[src/hdl/rc_pkg.sv]
// Types, codes and the control program of the radix converter.
`default_nettype none

package rc_pkg;

    localparam int DIGIT_WIDTH = 6;
    localparam int CHAR_WIDTH  = 7;
    localparam int STEP_WIDTH  = 3;

    localparam logic [DIGIT_WIDTH-1:0] RADIX_MIN   = 6'd2;
    localparam logic [DIGIT_WIDTH-1:0] RADIX_MAX   = 6'd36;
    localparam logic [DIGIT_WIDTH-1:0] RADIX_RESET = 6'd10;
    localparam logic [DIGIT_WIDTH-1:0] NO_DIGIT    = 6'd36;

    localparam logic [7:0] CHAR_ZERO = 8'h30;  // '0'
    localparam logic [7:0] CHAR_NINE = 8'h39;  // '9'
    localparam logic [7:0] CHAR_A    = 8'h61;  // 'a'
    localparam logic [7:0] CHAR_Z    = 8'h7a;  // 'z'

    typedef enum logic [1:0] {
        ST_OK       = 2'd0,
        ST_INVALID  = 2'd1,
        ST_OVERFLOW = 2'd2
    } status_t;

    typedef enum logic [0:0] {
        CFG_IN_RADIX  = 1'b0,
        CFG_OUT_RADIX = 1'b1
    } cfg_index_t;

    typedef logic [STEP_WIDTH-1:0] step_t;

    localparam step_t STEP_ACCEPT   = 3'd0;
    localparam step_t STEP_INIT     = 3'd1;
    localparam step_t STEP_DIV      = 3'd2;
    localparam step_t STEP_STORE    = 3'd3;
    localparam step_t STEP_READ     = 3'd4;
    localparam step_t STEP_EMIT     = 3'd5;
    localparam step_t STEP_CLEAR    = 3'd6;
    localparam step_t STEP_EMIT_ERR = 3'd7;

    typedef enum logic [2:0] {
        OP_ACCEPT,
        OP_INIT,
        OP_DIV,
        OP_STORE,
        OP_READ,
        OP_EMIT,
        OP_CLEAR,
        OP_EMIT_ERR
    } op_t;

    typedef enum logic [2:0] {
        C_NEVER,
        C_ALWAYS,
        C_NOT_LAST,
        C_ERR,
        C_BIT_MORE,
        C_VALUE_NZ,
        C_COUNT_NZ
    } cond_t;

    typedef struct packed {
        op_t   op;
        cond_t cond;
        step_t target;
    } uword_t;

    // Control store: when the condition holds the sequencer jumps to target,
    // otherwise it falls through to the next step.
    function automatic uword_t ucode(input step_t step);
        uword_t w;
        unique case (step)
            STEP_ACCEPT:   w = '{OP_ACCEPT,   C_NOT_LAST, STEP_ACCEPT};
            STEP_INIT:     w = '{OP_INIT,     C_ERR,      STEP_EMIT_ERR};
            STEP_DIV:      w = '{OP_DIV,      C_BIT_MORE, STEP_DIV};
            STEP_STORE:    w = '{OP_STORE,    C_VALUE_NZ, STEP_DIV};
            STEP_READ:     w = '{OP_READ,     C_NEVER,    STEP_READ};
            STEP_EMIT:     w = '{OP_EMIT,     C_COUNT_NZ, STEP_READ};
            STEP_CLEAR:    w = '{OP_CLEAR,    C_ALWAYS,   STEP_ACCEPT};
            STEP_EMIT_ERR: w = '{OP_EMIT_ERR, C_ALWAYS,   STEP_CLEAR};
            default:       w = '{OP_CLEAR,    C_ALWAYS,   STEP_ACCEPT};
        endcase
        return w;
    endfunction

    function automatic logic [DIGIT_WIDTH-1:0] clamp_radix(input logic [DIGIT_WIDTH-1:0] r);
        logic [DIGIT_WIDTH-1:0] res;
        if (r < RADIX_MIN) begin
            res = RADIX_MIN;
        end else if (r > RADIX_MAX) begin
            res = RADIX_MAX;
        end else begin
            res = r;
        end
        return res;
    endfunction

    // Digit value of a character; NO_DIGIT when it is not a digit at all.
    function automatic logic [DIGIT_WIDTH-1:0] char_value(input logic [7:0] c);
        logic [7:0] v;
        if (c >= CHAR_ZERO && c <= CHAR_NINE) begin
            v = c - CHAR_ZERO;
        end else if (c >= CHAR_A && c <= CHAR_Z) begin
            v = c - CHAR_A + 8'd10;
        end else begin
            v = {2'b00, NO_DIGIT};
        end
        return v[DIGIT_WIDTH-1:0];
    endfunction

    function automatic logic [CHAR_WIDTH-1:0] value_char(input logic [DIGIT_WIDTH-1:0] d);
        logic [7:0] c;
        if (d < 6'd10) begin
            c = CHAR_ZERO + {2'b00, d};
        end else begin
            c = CHAR_A + {2'b00, d} - 8'd10;
        end
        return c[CHAR_WIDTH-1:0];
    endfunction

endpackage

`default_nettype wire

[src/hdl/rc_ram.sv]
// Generic single-write, single-read RAM with registered read data.
`default_nettype none

module rc_ram #(
    parameter int WIDTH = 6,
    parameter int DEPTH = 63
) (
    input  wire logic                     aclk,
    input  wire logic                     we,
    input  wire logic [$clog2(DEPTH)-1:0] waddr,
    input  wire logic [WIDTH-1:0]         wdata,
    input  wire logic                     re,
    input  wire logic [$clog2(DEPTH)-1:0] raddr,
    output logic      [WIDTH-1:0]         rdata
);

    logic [WIDTH-1:0] mem [DEPTH];

    always_ff @(posedge aclk) begin
        if (we) begin
            mem[waddr] <= wdata;
        end
        if (re) begin
            rdata <= mem[raddr];
        end
    end

endmodule

`default_nettype wire

[src/hdl/radix_converter.sv]
// Radix converter: base 2..36 ASCII digits in, base 2..36 ASCII digits out.
// Input digits take one cycle each. After the last digit, each output digit
// is worked out in the bit-serial divider and stored; then each digit is
// read back and sent, and an error result skips the divider and the store.
// No new digit is taken until the whole number has been sent.
// aresetn (synchronous, active low) sets both radixes to 10 and clears the value.
`default_nettype none

module radix_converter #(
    parameter int VALUE_WIDTH = 63
) (
    input  wire logic       aclk,
    input  wire logic       aresetn,
    // Configuration write port.
    input  wire logic       cfg_we,
    input  wire logic [1:0] cfg_index,
    input  wire logic [5:0] cfg_data,
    // Input digits.
    input  wire logic       s_tvalid,
    output logic            s_tready,
    input  wire logic [7:0] s_tdata,   // [7:0] digit_char
    input  wire logic       s_tlast,   // last_digit
    // Output digits.
    output logic            m_tvalid,
    input  wire logic       m_tready,
    output logic      [7:0] m_tdata,   // [6:0] out_char, [7] zero
    output logic            m_tlast,   // last_out
    output logic      [1:0] m_tuser    // [1:0] status
);

    localparam int DW = rc_pkg::DIGIT_WIDTH;
    localparam int PW = VALUE_WIDTH + DW + 1;
    localparam int DEPTH = VALUE_WIDTH;
    localparam int AW = $clog2(DEPTH);
    localparam int CW = $clog2(VALUE_WIDTH + 1);
    localparam int BW = $clog2(VALUE_WIDTH);

    rc_pkg::step_t   step_reg, step_next;
    rc_pkg::uword_t  uw;
    logic [VALUE_WIDTH-1:0] acc_reg, acc_next;
    rc_pkg::status_t err_reg, err_next;
    logic [DW-1:0]   rem_reg, rem_next;
    logic [BW-1:0]   bit_reg, bit_next;
    logic [CW-1:0]   count_reg, count_next;
    logic [DW-1:0]   in_radix_reg, in_radix_next;
    logic [DW-1:0]   out_radix_reg, out_radix_next;
    logic            m_valid_reg, m_valid_next;
    logic [rc_pkg::CHAR_WIDTH-1:0] m_char_reg, m_char_next;
    logic            m_last_reg, m_last_next;
    rc_pkg::status_t m_status_reg, m_status_next;

    logic [DW-1:0]   rin, rout, digit;
    logic [PW-1:0]   prod;
    logic            overflow;
    logic            in_xfer, slot_free, hold, cond_ok;
    logic [DW:0]     shifted;
    logic [CW-1:0]   count_dec;
    logic [DW-1:0]   ram_rdata;
    logic            ram_we, ram_re;

    assign uw       = rc_pkg::ucode(step_reg);
    assign rin      = rc_pkg::clamp_radix(in_radix_reg);
    assign rout     = rc_pkg::clamp_radix(out_radix_reg);
    assign digit    = rc_pkg::char_value(s_tdata);
    assign prod     = PW'(acc_reg) * PW'(rin) + PW'(digit);
    assign overflow = |prod[PW-1:VALUE_WIDTH];

    assign s_tready  = (uw.op == rc_pkg::OP_ACCEPT);
    assign in_xfer   = s_tvalid && s_tready;
    assign slot_free = !m_valid_reg || m_tready;

    // One restoring division step: bring in the next dividend bit.
    assign shifted   = {rem_reg, acc_reg[VALUE_WIDTH-1]};
    assign count_dec = count_reg - CW'(1);

    assign ram_we = (uw.op == rc_pkg::OP_STORE);
    assign ram_re = (uw.op == rc_pkg::OP_READ);

    rc_ram #(
        .WIDTH(DW),
        .DEPTH(DEPTH)
    ) u_digit_store (
        .aclk (aclk),
        .we   (ram_we),
        .waddr(count_reg[AW-1:0]),
        .wdata(rem_reg),
        .re   (ram_re),
        .raddr(count_dec[AW-1:0]),
        .rdata(ram_rdata)
    );

    always_comb begin
        unique case (uw.cond)
            rc_pkg::C_NEVER:    cond_ok = 1'b0;
            rc_pkg::C_ALWAYS:   cond_ok = 1'b1;
            rc_pkg::C_NOT_LAST: cond_ok = !s_tlast;
            rc_pkg::C_ERR:      cond_ok = (err_reg != rc_pkg::ST_OK);
            rc_pkg::C_BIT_MORE: cond_ok = (bit_reg != BW'(VALUE_WIDTH - 1));
            rc_pkg::C_VALUE_NZ: cond_ok = (acc_reg != '0);
            rc_pkg::C_COUNT_NZ: cond_ok = (count_reg != '0);
            default:            cond_ok = 1'b0;
        endcase
    end

    always_comb begin
        step_next      = step_reg;
        acc_next       = acc_reg;
        err_next       = err_reg;
        rem_next       = rem_reg;
        bit_next       = bit_reg;
        count_next     = count_reg;
        in_radix_next  = in_radix_reg;
        out_radix_next = out_radix_reg;
        m_valid_next   = m_valid_reg && !m_tready;
        m_char_next    = m_char_reg;
        m_last_next    = m_last_reg;
        m_status_next  = m_status_reg;
        hold           = 1'b0;

        if (cfg_we) begin
            case (cfg_index)
                2'(rc_pkg::CFG_IN_RADIX):  in_radix_next  = cfg_data;
                2'(rc_pkg::CFG_OUT_RADIX): out_radix_next = cfg_data;
                default: ;
            endcase
        end

        unique case (uw.op)
            rc_pkg::OP_ACCEPT: begin
                hold = !in_xfer;
                if (in_xfer && err_reg == rc_pkg::ST_OK) begin
                    if (digit >= rin) begin
                        err_next = rc_pkg::ST_INVALID;
                    end else if (overflow) begin
                        err_next = rc_pkg::ST_OVERFLOW;
                    end else begin
                        acc_next = prod[VALUE_WIDTH-1:0];
                    end
                end
            end
            rc_pkg::OP_INIT: begin
                rem_next   = '0;
                bit_next   = '0;
                count_next = '0;
            end
            rc_pkg::OP_DIV: begin
                bit_next = bit_reg + BW'(1);
                if (shifted >= {1'b0, rout}) begin
                    rem_next = DW'(shifted - {1'b0, rout});
                    acc_next = {acc_reg[VALUE_WIDTH-2:0], 1'b1};
                end else begin
                    rem_next = shifted[DW-1:0];
                    acc_next = {acc_reg[VALUE_WIDTH-2:0], 1'b0};
                end
            end
            rc_pkg::OP_STORE: begin
                count_next = count_reg + CW'(1);
                rem_next   = '0;
                bit_next   = '0;
            end
            rc_pkg::OP_READ: begin
                count_next = count_dec;
            end
            rc_pkg::OP_EMIT: begin
                hold = !slot_free;
                if (slot_free) begin
                    m_valid_next  = 1'b1;
                    m_char_next   = rc_pkg::value_char(ram_rdata);
                    m_last_next   = (count_reg == '0);
                    m_status_next = rc_pkg::ST_OK;
                end
            end
            rc_pkg::OP_EMIT_ERR: begin
                hold = !slot_free;
                if (slot_free) begin
                    m_valid_next  = 1'b1;
                    m_char_next   = '0;
                    m_last_next   = 1'b1;
                    m_status_next = err_reg;
                end
            end
            rc_pkg::OP_CLEAR: begin
                acc_next   = '0;
                err_next   = rc_pkg::ST_OK;
                count_next = '0;
            end
            default: ;
        endcase

        if (!hold) begin
            step_next = cond_ok ? uw.target : rc_pkg::step_t'(step_reg + 1'b1);
        end
    end

    always_ff @(posedge aclk) begin
        if (!aresetn) begin
            step_reg      <= rc_pkg::STEP_ACCEPT;
            acc_reg       <= '0;
            err_reg       <= rc_pkg::ST_OK;
            count_reg     <= '0;
            in_radix_reg  <= rc_pkg::RADIX_RESET;
            out_radix_reg <= rc_pkg::RADIX_RESET;
            m_valid_reg   <= 1'b0;
        end else begin
            step_reg      <= step_next;
            acc_reg       <= acc_next;
            err_reg       <= err_next;
            count_reg     <= count_next;
            in_radix_reg  <= in_radix_next;
            out_radix_reg <= out_radix_next;
            m_valid_reg   <= m_valid_next;
        end
    end

    // Datapath and output payload need no reset.
    always_ff @(posedge aclk) begin
        rem_reg      <= rem_next;
        bit_reg      <= bit_next;
        m_char_reg   <= m_char_next;
        m_last_reg   <= m_last_next;
        m_status_reg <= m_status_next;
    end

    assign m_tvalid = m_valid_reg;
    assign m_tdata  = {1'b0, m_char_reg};
    assign m_tlast  = m_last_reg;
    assign m_tuser  = m_status_reg;

    // The digit store never overfills: a full-width value has at most
    // VALUE_WIDTH digits.
    a_store_in_range: assert property (@(posedge aclk) disable iff (!aresetn)
        (uw.op == rc_pkg::OP_STORE) |-> (count_reg < CW'(VALUE_WIDTH)))
        else $error("digit store written beyond its depth");

    // The partial remainder stays below the divisor throughout a division.
    a_rem_below_radix: assert property (@(posedge aclk) disable iff (!aresetn)
        (uw.op == rc_pkg::OP_DIV) |-> (rem_reg < rout))
        else $error("partial remainder not below output radix");

    // An error result always carries a zero character and ends the number.
    a_error_result: assert property (@(posedge aclk) disable iff (!aresetn)
        (m_tvalid && m_tuser != 2'(rc_pkg::ST_OK)) |-> (m_tdata == '0 && m_tlast))
        else $error("malformed error result");

    // A digit that is not the last one leaves the sequencer waiting for more.
    a_stay_on_digit: assert property (@(posedge aclk) disable iff (!aresetn)
        (in_xfer && !s_tlast) |=> (step_reg == rc_pkg::STEP_ACCEPT))
        else $error("sequencer left digit intake early");

endmodule

`default_nettype wire

[config.mk]
export PLATFORM = sky130hd
export DESIGN_NAME = radix_converter
export DESIGN_NICKNAME = d
export VERILOG_FILES = /design/src/hdl/rc_pkg.sv /design/src/hdl/rc_ram.sv /design/src/hdl/radix_converter.sv
export SDC_FILE = /design/constraint.sdc
export NUM_CORES = 2
export LEC_CHECK = 0
export BUFFER_PORTS_ARGS = -buffer_cell sky130_fd_sc_hd__buf_2
export CORE_UTILIZATION = 30
export CTS_CLUSTER_DIAMETER = 200
export CTS_CLUSTER_SIZE = 30
export DETAILED_ROUTE_END_ITERATION = 12
export GPL_TIMING_DRIVEN = 1
export PLACE_DENSITY = 0.54
export SYNTH_ARGS = -nofsm -noshare
export SYNTH_HDL_FRONTEND = slang
export SYNTH_SLANG_ARGS = --single-unit
[constraint.sdc]
create_clock -name aclk -period 17.2 [get_ports aclk]
set_input_delay 3.44 -clock aclk [delete_from_list [all_inputs] [get_ports aclk]]
set_output_delay 3.44 -clock aclk [all_outputs]
set_load 0.005 [all_outputs]
Word level (Yosys, flattened, before mapping). Memories as Yosys holds them, arrays and structs flattened. A register that Yosys moved wholly into a read port is not among the register bits. Cells that the tools add are included. W data, S select, Z words.

Flip-flop bits (word level): 109. RAM bits: 378. ROM bits: 72. Output and inout bits: 13. Word-level logic and storage cells: 129. Memories kept: 2.

Add/sub/neg operators: 12. Multipliers: 1. Magnitude comparators: 11. Equality and inequality tests: 21. Mux-type cells: 38. Reduce and logical (&&, ||, !) cells: 32.

Memory list: u_digit_store.mem (depth 63, width 6, read ports 1, clocked after memory_dff 1, write ports 1, RTL line rc_ram.sv:17) `logic [WIDTH-1:0] mem [DEPTH];`; (name not given) (depth 8, width 9, read ports 1, clocked after memory_dff 1, write ports 0, RTL line rc_pkg.sv:73) `unique case (step)`.

Operators with widths (number): $mux W63 (3); $pmux W63 S3 (1); $add A69 B6 Y70 (1); $mul A63 B6 Y69 (1); $reduce_bool A63 Y1 (1); $mux W6 (7); $pmux W6 S2 (2); $eq A3 B3 Y1 const B (7); $mux W7 (3); $pmux W6 S3 (1); $pmux W7 S2 (1); $add A6 B1 Y6 const B (2); $eq A3 B2 Y1 const B (4); $gt A6 B6 Y1 const B (2); $lt A6 B2 Y1 const B (2); $sub A6 B6 Y6 const B (2); $mux W2 (5); $mux W3 (3); $ge A8 B6 Y1 const B (1); $ge A8 B7 Y1 const B (1); $le A8 B6 Y1 const B (1); $le A8 B7 Y1 const B (1); $ne A2 B2 Y1 const B (4); $pmux W2 S2 (2); other kinds (32) (57).

Depth between registers and ports, before layout.
Depth in word-level cells: 10. Mapped depth: 27. Depth with buffers taken out: 24.

Hierarchy. A second synthesis with hierarchy kept.

Cell total of the unflattened synthesis: 3036. Area total of the unflattened synthesis: 34767.1 sq um.

Modules (own cells, without submodules): radix_converter (instances 1, cells an instance 2296, area an instance 19660.1 sq um, seq. area each 2582.5 sq um); rc_ram (instances 1, cells an instance 740, area an instance 15107.0 sq um, seq. area each 11531.1 sq um).

Worst setup path before layout. OpenSTA, ideal clock, no wires.

Kind: input to register. Start point: input s_tdata[1]. End point: register acc_reg[27]. Library setup time: 0.146 ns. Data arrival time: 8.041 ns. Required time: 17.054 ns. Path slack: 9.013 ns. Cell stages on the path: 24. Buffers on the path: 2. Cells stage by stage: inv_1 ha_1 inv_1 o41ai_1 o21ai_0 nand3b_1 inv_1 a22o_1 ha_1 ha_1 fa_1 a211oi_1 o21ai_1 a221o_1 a31o_1 o2111a_1 or2_1 a221oi_1 nand4bb_1 o21ai_2 buf_6 buf_6 a21oi_2 a211oi_2.

Cells in the longest elaborated chain, start to end: 9.

Ends and longest elaborated chain: from (decl) (RTL line radix_converter.sv:21) `input wire logic [7:0] s_tdata,`; $sub A6 B6 Y6, or another cell as far along (RTL line rc_pkg.sv:105) `v = c - CHAR_A + 8'd10;`; $add A6 B4 Y6 / $logic_and A1 B1 Y1 (equally long branches) (RTL line rc_pkg.sv:105, rc_pkg.sv:104); $mux W6 (RTL line rc_pkg.sv:104) `end else if (c >= CHAR_A && c <= CHAR_Z) begin`; $mux W6 (*) (RTL line rc_pkg.sv:102) `if (c >= CHAR_ZERO && c <= CHAR_NINE) begin`; $add A69 B6 Y70 (RTL line radix_converter.sv:65) `assign prod = PW'(acc_reg) * PW'(rin) + PW'(digit);`; $mux W63 (RTL line radix_converter.sv:134) `end else if (overflow) begin`; $mux W63 (RTL line radix_converter.sv:132) `if (digit >= rin) begin`; $mux W63 (RTL line radix_converter.sv:131) `if (in_xfer && err_reg == rc_pkg::ST_OK) begin`; $pmux W63 S3 (RTL line radix_converter.sv:128) `unique case (uw.op)`; to (signal assigned) (RTL line radix_converter.sv:206) `acc_reg <= acc_next;`; to (decl) (RTL line radix_converter.sv:40) `logic [VALUE_WIDTH-1:0] acc_reg, acc_next;`.

Every way passes the cells marked *; elsewhere a longest branch is shown, timed or not. The select of a mux whose other input is x is not followed. A chain may end at the register's enable or synchronous reset.

Worst setup path after layout.
Start point: input s_tdata[1]. End point: register acc_reg[30].

Same word-level chain as after synthesis.

==> results.txt <==
The run finished, with violations left. The final reports fail on DRC. Of all flip-flops after synthesis, the portion carrying an async set or reset was 0%.

Detailed routing placed a total of 41710 microns of wire on met2. The average cell area after synthesis works out to 11.91 sq um. For the pin with the worst max-slew slack, the measured transition is 1.189 ns.

The worst setup timing slack at the placement stage came out at 7.195 ns. After clock tree synthesis, the clock-pin slew on the worst setup and hold paths is 0.15 ns. Measured along the y axis, the die boundary spans 342.5 microns. Sorting the synthesized cells by how often they occur yields edfxtp_1, fa_1, and2_1.

Setup repair after global routing left no endpoint under its margin. On the worst path, the slowest cell contributes a delay of 0.86 ns. Synthesis-to-layout area growth: 6.453%. The count of pins on the block boundary was 35; the smallest setup slack after layout was 7.739 ns. Dividing the detail-routed via count by the number of cells gives 5.319. Among the stages of the critical path, the cell type that occurs most often is inv_1.

For this configuration, the core starts out at a cell density of 30.34%. The flip-flop count of the largest register after layout was 378. In this run the remaining antenna-violating nets after routing total 0.

The core box area came out at 114700 sq um. The post-route non-filler standard cell count was 4360; the clock latency on the worst-skew pair was 0.62 ns. Counting distinct cell types in the post-synthesis netlist gives 91. Wires add up to 92580 microns. The run gives 0.1057 GHz as the fmax. In this run the post-CTS setup repair buffer count came out at 0. For the post-synth net total, the log shows 3371. Across the VDD grid, the largest voltage drop is 0.0001133 V. The logs give 1 for the total number of H-tree levels and 502 for the number of sinks handled by clock tree synthesis.

0 antenna diodes ended up in the layout. STA classifies the critical path startpoint as an input port. After clock tree synthesis, the flow added hold-fix buffers numbering 0. The tool flagged a number of max-cap violations equal to 0. The number of placed instances, taps included, is 4324. For the wire length of the first global-routing pass, the log shows 145100 microns.

The number of gates resized after CTS was 0. The initial antenna violation count came out at 1. Data arrives at the worst endpoint at 9.99 ns.

The register bit count reported by yosys works out to 502. For the number of core rows, the log shows 124. Yosys attributes the largest share of cell area to edfxtp_1, fa_1, mux4_2, ha_1, dfxtp_1. Counting I/O delays and the setup requirement, the final critical path takes 9.461 ns. The final layout net count is 3283. Summed over all failing endpoints, the final setup total negative slack is 0 ns. The number of failing hold endpoints at the final stage was 0; the post-synthesis sequential area ratio was 40.57%. TritonCTS built the clock tree. In the final routed layout, each cell accounts on average for 21.23 microns. Summing over every cut layer, the via total after detailed routing is 23192. The detailed router used layers up to and including met4. In the routed design, unresolved DRC markers number 3. Worst max-slew margin expressed relative to the limit: 20.03%. No sink is reached through more buffers than the 3 on the longest clock path. In the final layout, the share of cells above drive strength 1 is 10.88%. The largest driver fanout on the critical path is 30, and the static leakage power is 14.02 nW. Clock tree synthesis selected as its root buffer the cell clkbuf_16. Among all cell types in the netlist, the one instantiated most often is edfxtp_1. For the number of buffers inserted during clock tree synthesis, the log shows 20.

Overall die width: 342.5 microns. The number of enable-type register cells in the synthesized netlist was 406. The tools report the sort of element at the end of the critical path as a flop.

Synthesis handed over a netlist of 2922 instances. The max-slew violation count is 0, and the count of warnings emitted by yosys is 0. Routability-driven placement finished with a final weighted congestion of 0.8949.

For the count of routing violations after the opening detailed-route iteration, the log shows 1955. Buffers placed on the I/O ports in this run total 33. The area share of the leading cell type in the synthesized netlist came out at 35.05%. Setup violations remaining at the end of the flow were counted as 0. Number of detailed-route iterations in the first pass: 10. edfxtp_1 takes more of the synthesized area than any other cell. Critical path start-end classification: input port to flop. STA puts the critical path data required time at 17.73 ns. Global routing finished with a remaining overflow of 0. The tools report the aggregate global-route resource usage as 15.77%. Between clock sinks in the finished design, the worst skew comes to 0.03548 ns.

The kind of path behind the tightest hold check was flop to flop. The wire length on met3 was 5014 microns; the number of global-route vias before repair was 23575. The critical path goes through buf_2, inv_1, ha_1, inv_1, o41ai_1, o21ai_0, nand3b_1, inv_1, o21ai_0, fa_1, inv_1, ha_1, nand3_1, or2_2, a21oi_1, nor3_1, nand4b_1, a31o_2, a2111oi_1, nand4bb_1, o21ai_4, buf_4, nand2_2, a31o_1. The post-synthesis cell area was 34790 sq um; the floorplan die area was 117300 sq um. The number of stages on the worst hold path came out at 2.

Cell depth of the worst flop-to-flop path: 22. The placed wire-length estimate was 64820 microns. In the synthesized netlist the dominant register cell turns out to be edfxtp_1.

Dividing total power by cell area gives a power density of 136.4 nW/um^2. For the sum of routed wire segments on met1, the log shows 44580 microns. Entering global routing, the biggest net connects 73 pins. Dividing the final minimum period by the clock period gives 55.00%.

Standard cell with the maximum stage delay on the critical path: o21ai_4.
area by class of cell:
type,count,area [sq um]
Multi-Input combinational cell,2150,19670
Inverter,97,366.6
Clock inverter,2,38.79
Clock buffer,34,553.0
Fill cell,11411,77620
Tap cell,1512,1892
Sequential cell,502,14120
Timing Repair Buffer,63,390.4
cells in the final DEF (no fill, tap or decap), drive strengths merged, types with 7 or more instances in the layout:
cell    instances
mux2i          25
clkbuf         34
o211ai         10
edfxtp        406
buf            63
nor2          226
and2          245
nor3b           7
nand2         146
dfxtp          96
a21oi         203
nor4           25
a211oi         58
a31oi          37
nor2b          70
a311oi         10
o21a            7
nand4          41
ha            178
or2            10
or3            14
xor2           32
and3           91
nand3          35
fa            249
o21ai          94
mux4          120
a22oi          20
nor3           34
o21bai          9
inv            98
a21o           25
xnor2          37
final timing paths:
kind         slack, ns         endpoint       startpoint
max               7.74      acc_reg[30]       s_tdata[1]
min               0.50  in_radix_reg[0]  in_radix_reg[0]
max reg2reg       7.96      acc_reg[30]  in_radix_reg[5]
min reg2reg       0.50  in_radix_reg[0]  in_radix_reg[0]
metal layers:
metal,vias up,global-route usage (%)
met1,12011,23.77
li1,10492,-
met4,0,2.669
met5,-,0
met2,621,24.60
met3,68,1.687
kinds of logic after synthesis:
group / synth area share [%]
other cells: 0.01078
buf+inv: 3.154
xor+xnor: 1.737
compound gates: 10.37
fa+ha+maj: 20.76
flops: 40.57
simple gates: 14.87
mux: 8.521
worst max-delay path: cells and delay by family:
| kind | cells | cell delay, ns |
|---|---|---|
| simple gates | 7 | 1.54 |
| buf+inv | 6 | 0.98 |
| fa+ha+maj | 3 | 0.90 |
| compound gates | 8 | 3.11 |
stage by stage:
step,instance area [sq um],hold WS (ns),power [mW],util [%]
after global routing,37030,0.5431,5.381,32.30
final,37030,0.5021,5.052,32.30
after floorplan,34790,0.4314,3.677,-
after global placement,36440,0.4703,4.457,31.78
after CTS,37030,0.5086,5.093,32.30
after detailed placement,36440,0.4802,4.475,31.78
power by group:
group          internal, mW  switching, mW
Clock                 0.228          0.388
Sequential             1.56          0.178
Combinational          1.09           1.61
No activity file was read; power rests on OpenSTA's default activity.
